**config.mk**
```make
export PLATFORM = sky130hd
export DESIGN_NAME = modbus_rtu_read_response_check
export DESIGN_NICKNAME = d
export VERILOG_FILES = /design/src/rtl/mbrc_pkg.sv /design/src/rtl/mbrc_crc16.sv /design/src/rtl/modbus_rtu_read_response_check.sv
export SDC_FILE = /design/constraint.sdc
export NUM_CORES = 1
export LEC_CHECK = 0
export BUFFER_PORTS_ARGS = -buffer_cell sky130_fd_sc_hd__buf_2
export CAP_MARGIN = 20
export CORE_UTILIZATION = 58
export DETAILED_ROUTE_END_ITERATION = 10
export PLACE_DENSITY = 0.8
export SYNTH_ARGS = -nofsm -noshare
export SYNTH_HDL_FRONTEND = slang
export SYNTH_SLANG_ARGS = --single-unit
```
**constraint.sdc**
```tcl
create_clock -name clk -period 5.3 [get_ports clk]
set_clock_uncertainty 0.1 [all_clocks]
set_input_delay 0 -clock clk [delete_from_list [all_inputs] [get_ports clk]]
set_output_delay 0 -clock clk [all_outputs]
set_load 0.02 [all_outputs]
```
**src/rtl/mbrc_pkg.sv**
```systemverilog
package mbrc_pkg;

  // CRC-16/Modbus.
  localparam logic [15:0] CRC_INIT = 16'hFFFF;
  localparam logic [15:0] CRC_POLY = 16'hA001;

  // Frame constants.
  localparam logic [7:0] FUNC_READ_HOLDING = 8'd3;
  localparam logic [8:0] BYTE_COUNT_MAX    = 9'd511;
  localparam logic [9:0] MIN_FRAME_LEN     = 10'd4;
  localparam logic [9:0] FRAME_OVERHEAD    = 10'd5;
  localparam logic [8:0] FIRST_DATA_POS    = 9'd3;
  localparam logic [8:0] FIRST_REG_END_POS = 9'd4;

  // Configuration register indexes.
  localparam logic CFG_SLAVE_ADDRESS  = 1'b0;
  localparam logic CFG_REGISTER_COUNT = 1'b1;

  // Result kinds.
  localparam logic KIND_REGISTER = 1'b0;
  localparam logic KIND_STATUS   = 1'b1;

  // Status codes.
  localparam logic [2:0] STATUS_OK             = 3'd0;
  localparam logic [2:0] STATUS_SHORT_OR_CRC   = 3'd1;
  localparam logic [2:0] STATUS_LENGTH         = 3'd2;
  localparam logic [2:0] STATUS_WRONG_FUNCTION = 3'd3;
  localparam logic [2:0] STATUS_WRONG_ADDRESS  = 3'd4;

  // Output item layout in m_axis_tdata.
  typedef struct packed {
    logic [5:0]  pad;
    logic [2:0]  status;
    logic [6:0]  register_index;
    logic [15:0] register_value;
  } result_data_t;

endpackage

```
**src/rtl/mbrc_crc16.sv**
```systemverilog
module mbrc_crc16
  import mbrc_pkg::*;
(
  input  logic [15:0] crc_in,
  input  logic [7:0]  data_byte,
  output logic [15:0] crc_out
);

  // One byte through the reflected CRC-16/Modbus, one bit per step.
  always_comb begin
    logic [15:0] c;
    c = crc_in ^ {8'h00, data_byte};
    for (int b = 0; b < 8; b++) begin
      if (c[0]) begin
        c = (c >> 1) ^ CRC_POLY;
      end else begin
        c = c >> 1;
      end
    end
    crc_out = c;
  end

endmodule

```
**src/rtl/modbus_rtu_read_response_check.sv**
```systemverilog
// Modbus RTU read-holding-registers response checker.
// Bytes pass the input register, then their result items enter the output register.
// Throughput: one byte per cycle while the result side is not stalled; the CRC update
// and all checks are combinational between the input and result registers.
// Reset: synchronous rst clears the frame state, both stages, and sets
// slave_address and register_count to 1.
module modbus_rtu_read_response_check
  import mbrc_pkg::*;
(
  input  logic        clk,
  input  logic        rst,
  // Configuration write channel.
  input  logic        cfg_valid,
  output logic        cfg_ready,
  input  logic        cfg_index,
  input  logic [7:0]  cfg_data,
  // Input bytes.
  input  logic        s_axis_tvalid,
  output logic        s_axis_tready,
  input  logic [7:0]  s_axis_tdata,   // [7:0] rx_byte
  input  logic        s_axis_tlast,   // end_of_frame
  // Result items.
  output logic        m_axis_tvalid,
  input  logic        m_axis_tready,
  output logic [31:0] m_axis_tdata,   // [15:0] register_value, [22:16] register_index,
                                      // [25:23] status, [31:26] zero
  output logic        m_axis_tuser    // kind
);

  // Configuration registers.
  logic [7:0] slave_address;
  logic [6:0] register_count;

  assign cfg_ready = 1'b1;

  always_ff @(posedge clk) begin
    if (rst) begin
      slave_address  <= 8'd1;
      register_count <= 7'd1;
    end else if (cfg_valid && cfg_ready) begin
      case (cfg_index)
        CFG_SLAVE_ADDRESS:  slave_address  <= cfg_data;
        CFG_REGISTER_COUNT: register_count <= cfg_data[6:0];
        default:            ;
      endcase
    end
  end

  // Input register and pipeline control.
  logic       in_valid;
  logic [7:0] in_byte;
  logic       in_last;
  logic       can_move;
  logic       stage_go;

  assign can_move      = !m_axis_tvalid || m_axis_tready;
  assign stage_go      = in_valid && can_move;
  assign s_axis_tready = !in_valid || can_move;

  always_ff @(posedge clk) begin
    if (rst) begin
      in_valid <= 1'b0;
    end else if (s_axis_tready) begin
      in_valid <= s_axis_tvalid;
    end
  end

  always_ff @(posedge clk) begin
    if (s_axis_tready && s_axis_tvalid) begin
      in_byte <= s_axis_tdata;
      in_last <= s_axis_tlast;
    end
  end

  // Frame state.
  logic [15:0] crc_acc;
  logic [8:0]  byte_count;
  logic [7:0]  pending_high;
  logic        address_match;
  logic        function_match;

  logic [15:0] crc_acc_next;
  logic [8:0]  byte_count_next;
  logic [7:0]  pending_high_next;
  logic        address_match_next;
  logic        function_match_next;
  logic [15:0] crc_step;

  logic         result_valid;
  logic         result_kind;
  result_data_t result_data;

  mbrc_crc16 u_crc (
    .crc_in    (crc_acc),
    .data_byte (in_byte),
    .crc_out   (crc_step)
  );

  // Byte decode, register assembly and end-of-frame checks.
  always_comb begin
    logic [9:0] frame_len;
    logic [9:0] expected_len;
    logic [7:0] reg_idx;
    logic [8:0] reg_pos;

    frame_len    = {1'b0, byte_count} + 10'd1;
    expected_len = FRAME_OVERHEAD + {2'b00, register_count, 1'b0};
    reg_pos      = byte_count - FIRST_REG_END_POS;
    reg_idx      = reg_pos[8:1];

    crc_acc_next        = crc_step;
    byte_count_next     = byte_count;
    pending_high_next   = pending_high;
    address_match_next  = address_match;
    function_match_next = function_match;
    result_valid        = 1'b0;
    result_kind         = KIND_REGISTER;
    result_data         = '0;

    if (byte_count == 9'd0) begin
      address_match_next = (in_byte == slave_address);
    end
    if (byte_count == 9'd1) begin
      function_match_next = (in_byte == FUNC_READ_HOLDING);
    end

    if (in_last) begin
      result_valid = 1'b1;
      result_kind  = KIND_STATUS;
      if (frame_len < MIN_FRAME_LEN || crc_step != 16'd0) begin
        result_data.status = STATUS_SHORT_OR_CRC;
      end else if (frame_len != expected_len) begin
        result_data.status = STATUS_LENGTH;
      end else if (!function_match_next) begin
        result_data.status = STATUS_WRONG_FUNCTION;
      end else if (!address_match_next) begin
        result_data.status = STATUS_WRONG_ADDRESS;
      end else begin
        result_data.status = STATUS_OK;
      end
      // Back to the idle frame state.
      crc_acc_next        = CRC_INIT;
      byte_count_next     = '0;
      pending_high_next   = '0;
      address_match_next  = 1'b0;
      function_match_next = 1'b0;
    end else begin
      if (byte_count < BYTE_COUNT_MAX) begin
        byte_count_next = byte_count + 9'd1;
      end
      if (byte_count >= FIRST_DATA_POS) begin
        if (byte_count[0]) begin
          pending_high_next = in_byte;
        end else if (reg_idx < {1'b0, register_count}) begin
          result_valid                = 1'b1;
          result_data.register_value  = {pending_high, in_byte};
          result_data.register_index  = reg_idx[6:0];
        end
      end
    end
  end

  always_ff @(posedge clk) begin
    if (rst) begin
      crc_acc        <= CRC_INIT;
      byte_count     <= '0;
      pending_high   <= '0;
      address_match  <= 1'b0;
      function_match <= 1'b0;
    end else if (stage_go) begin
      crc_acc        <= crc_acc_next;
      byte_count     <= byte_count_next;
      pending_high   <= pending_high_next;
      address_match  <= address_match_next;
      function_match <= function_match_next;
    end
  end

  // Result register.
  always_ff @(posedge clk) begin
    if (rst) begin
      m_axis_tvalid <= 1'b0;
    end else if (can_move) begin
      m_axis_tvalid <= stage_go && result_valid;
    end
  end

  always_ff @(posedge clk) begin
    if (stage_go && result_valid) begin
      m_axis_tdata <= result_data;
      m_axis_tuser <= result_kind;
    end
  end

endmodule

```
==> Flow_metrics.wiki <==
{| class="wikitable"
! Metric !! Value
|-
| Run status || finished, final reports clean
|-
| Kind of start point of the critical path || flop
|-
| Critical setup path kind || reg -> reg
|-
| Cells after Synth || 459
|-
| Final count of pins violating max slew || 0
|-
| Synthesis-to-layout area growth || 16.2%
|-
| Number of hold violations in the final report || 0
|-
| Setup repair after global routing missed its margin || false
|-
| Pwr Density || 280 nW/µm²
|-
| Sequential fraction of the synthesis area || 0.475
|-
| Post-route minimum period || 3.59 ns
|-
| Clock tree from TritonCTS || built
|-
| Number of nets with antenna violations after routing || 0
|-
| Cell Rows || 31
|-
| Detailed-route wire length || 10.4 mm
|-
| Global Route Usage Sum || 0.270
|-
| Sequence of cells on the critical path || inv_1 > ha_1 > nand2_1 > xnor2_1 > ha_1 > a21oi_1 > nor2b_1 > a2111oi_0 > o21ai_0 > a21oi_2 > buf_4
|-
| Number of violations reported at the end of detailed-routing iteration 0 || 311
|-
| Source-to-sink clock delay at the later pin of the worst-skew pair || 0.37 ns
|-
| Total negative setup slack || 0 ns
|-
| Syn. warnings || 0
|-
| Mean cell area of the mapped netlist || 9.73 µm²
|-
| Maximum number of pins on one net before global-route repair || 54
|-
| Power share of the clock group || 0.361
|-
| Vias || 3476
|-
| Die span in y || 89.8 µm
|-
| Chip width || 89.8 µm
|-
| Setup-violating endpoint count in the final report || 0
|-
| Global route overflow || 0
|-
| Global-route wire length before repair || 17.1 mm
|-
| Post-synth EDFFs || 36
|-
| Slew HR || 0.366
|-
| Highest clock frequency the design can meet || 278 MHz
|-
| Post-synthesis sequential element count || 88
|-
| Routability Congestion || 0.886
|-
| Number of levels the H-tree was split into || 3
|-
| Total net switching power || 379 µW
|-
| Area of the mapped netlist || 4470 µm²
|-
| DR WL/cell || 16.6 µm
|-
| Fin crit share || 0.678
|-
| Internal power component || 1080 µW
|-
| Ratio of routed vias to standard cells || 5.57
|-
| Max_cap viols || 0
|-
| Top flip-flop cell by instance count after synthesis || dfxtp_1
|-
| Proportion of layout cells with a drive suffix above 1 || 0.158
|-
| Maximum net fanout on the critical path || 27
|-
| Number of sinks on the clock net || 88
|-
| Class of the most critical hold timing path || in -> reg
|-
| Detailed Place HPWL || 7.22 mm
|-
| Number of I/O pins || 59
|-
| Highest ir drop seen on vdd || 0.000259 V
|-
| Crit end category || flop
|-
| Post-synth cell types || 54
|-
| Critical path's most frequent cell || ha_1
|-
| CTS buffer count || 9
|-
| Area fraction of the dominant cell type after synthesis || 0.242
|-
| Commonest cells post-synth || 52 x dfxtp_1, 39 x nor2_1, 36 x edfxtp_1
|-
| Proportion of synthesized flip-flops having asynchronous set or reset || 0
|-
| Most numerous cell in the Yosys netlist || dfxtp_1
|-
| Switching part of the total power || 0.260
|-
| Sequential power share || 0.514
|-
| Core footprint || 7330 µm²
|-
| Remaining design rule violation count || 0
|-
| Worst path arrival time || 3.53 ns
|-
| Critical Path RT || 5.24 ns
|-
| Total of buffers placed on input and output ports || 51
|-
| Largest incremental delay on the critical path || 0.52 ns
|-
| Cell taking the most area after synthesis || edfxtp_1
|-
| Crit path max-delay cell type || dfxtp_1
|-
| First-pass iteration count of the detailed router || 5
|-
| Root buffer cell || clkbuf_8
|-
| Die ar. || 8060 µm²
|-
| Cts repair resizes || 0
|-
| Clock input transition at the sequential cells of the worst setup and hold paths || 0.10 ns
|-
| Initial antenna violation count || 0
|-
| Final Core Density || 0.708
|-
| N_diodes || 0
|-
| Via count of the first global-routing pass || 3371
|-
| Top area cells in the synthesized netlist || edfxtp_1 24%, dfxtp_1 23%, xnor2_1 4.9%
|-
| Combinational fraction of design power || 0.125
|-
| Longest Clk Path Bufs || 2
|-
| Initial standard-cell utilization of the core || 0.609
|-
| Count of nets after finishing || 557
|-
| Static Leakage || 0.00200 µW
|-
| Slew at the pin closest to its max-slew limit || 0.952 ns
|}
==> kinds of logic (layout without fill, tap and decap cells) <==
logic type,count (synthesis),count (layout),share of synthesized area
AOI/OAI and AO/OA,80,80,0.114
xor gates and xnor gates,51,51,0.113
adders and majority gates,14,14,0.0392
buffers and inverters,45,106,0.0476
DFF,88,88,0.475
other,2,7,0.00168
and+or+nand+nor,179,179,0.210
==> placed cells by master (no fill, tap or decap), drive strengths merged, types with 9 or more instances in the layout <==
cell type,synthesis,routed
xnor2,27,27
nand2,32,32
inv,13,15
ha,14,14
a22oi,12,12
nand3,20,20
buf,14,54
xor2,21,21
a21oi,33,33
clkbuf,18,9
nor3,19,19
and2,23,23
dfxtp,52,52
o21ai,9,9
nor2,39,39
edfxtp,36,36
dlygate4sd3,0,23
==> what timing repair did <==
item                      4_1_cts  5_1_grt
hold endpoints to repair       26        0
buffers inserted                0        0
hold buffers                   23        0
==> path summary, 6_finish.rpt <==
check,from,to,slack (ns),cells past startpoint
setup / recovery,byte_count[2]$_SDFFE_PP0P_,m_axis_tdata[10]$_SDFFCE_PP0P_,1.71,11
hold / removal,rst,in_valid$_SDFFE_PP0N_,0.17,2
setup reg to reg,byte_count[2]$_SDFFE_PP0P_,m_axis_tdata[10]$_SDFFCE_PP0P_,1.71,11
hold reg to reg,slave_address[4]$_SDFFE_PP0P_,slave_address[4]$_SDFFE_PP0P_,0.37,2
==> per-layer routing <==
layer | global-route usage | wire length, µm
met1 | 0.368 | 4720
met2 | 0.445 | 5070
met3 | 0.0431 | 479
met4 | 0.0792 | 96
met5 | 0 | 0
==> state kept, by name (all words and copies together), names as in the netlist <==
register,count
m_axis_tdata,26
crc_acc,16
byte_count,9
in_byte,8
pending_high,8
slave_address,8
register_count,7
address_match,1
function_match,1
in_last,1
in_valid,1
m_axis_tuser,1
m_axis_tvalid,1
==> critical path: cells and delay by family, from the launching register on <==
kind                     cells  cell delay, ns
AO/OA/AOI/OAI                4            1.22
XOR/XNOR                     1            0.13
adder cells (fa/ha/maj)      2            0.58
buffers and inverters        2            0.55
flip-flops                   1            0.52
AND/OR/NAND/NOR              2            0.15
==> area by class of cell <==
cell class	instances	area (µm²)
repair buffers	77	508
clock buffers	9	124
clock inverters	7	103
flip-flops and latches	88	2120
multi-input cells	331	2160
inverters	13	48.8
well taps	99	124
fillers	566	2140
==> power groups by stage <==
stage | Combinational (µW) | Sequential [µW] | Clock [µW]
after CTS | 179 | 749 | 529
after global placement | 162 | 763 | 0
after floorplan | 126 | 763 | 0
after global routing | 198 | 752 | 553
after detailed placement | 166 | 764 | 0
final | 182 | 749 | 525
==> metrics by stage <==
| step | area, µm² | hold slack [ns] | total power (µW) | worst slack (ns) | std cells |
|---|---|---|---|---|---|
| 6_report | 5190 | 0.170 | 1460 | 1.71 | 624 |
| 3_3_place_gp | 4730 | 0.0789 | 925 | 2.01 | 585 |
| 4_1_cts | 5190 | 0.150 | 1460 | 1.76 | 624 |
| 2_1_floorplan | 4490 | -0.00113 | 889 | 1.27 | 464 |
| 3_5_place_dp | 4730 | 0.0781 | 930 | 1.81 | 585 |
| 5_1_grt | 5190 | 0.217 | 1500 | 1.45 | 624 |
Note: power is estimated with default switching activity, not from simulation.
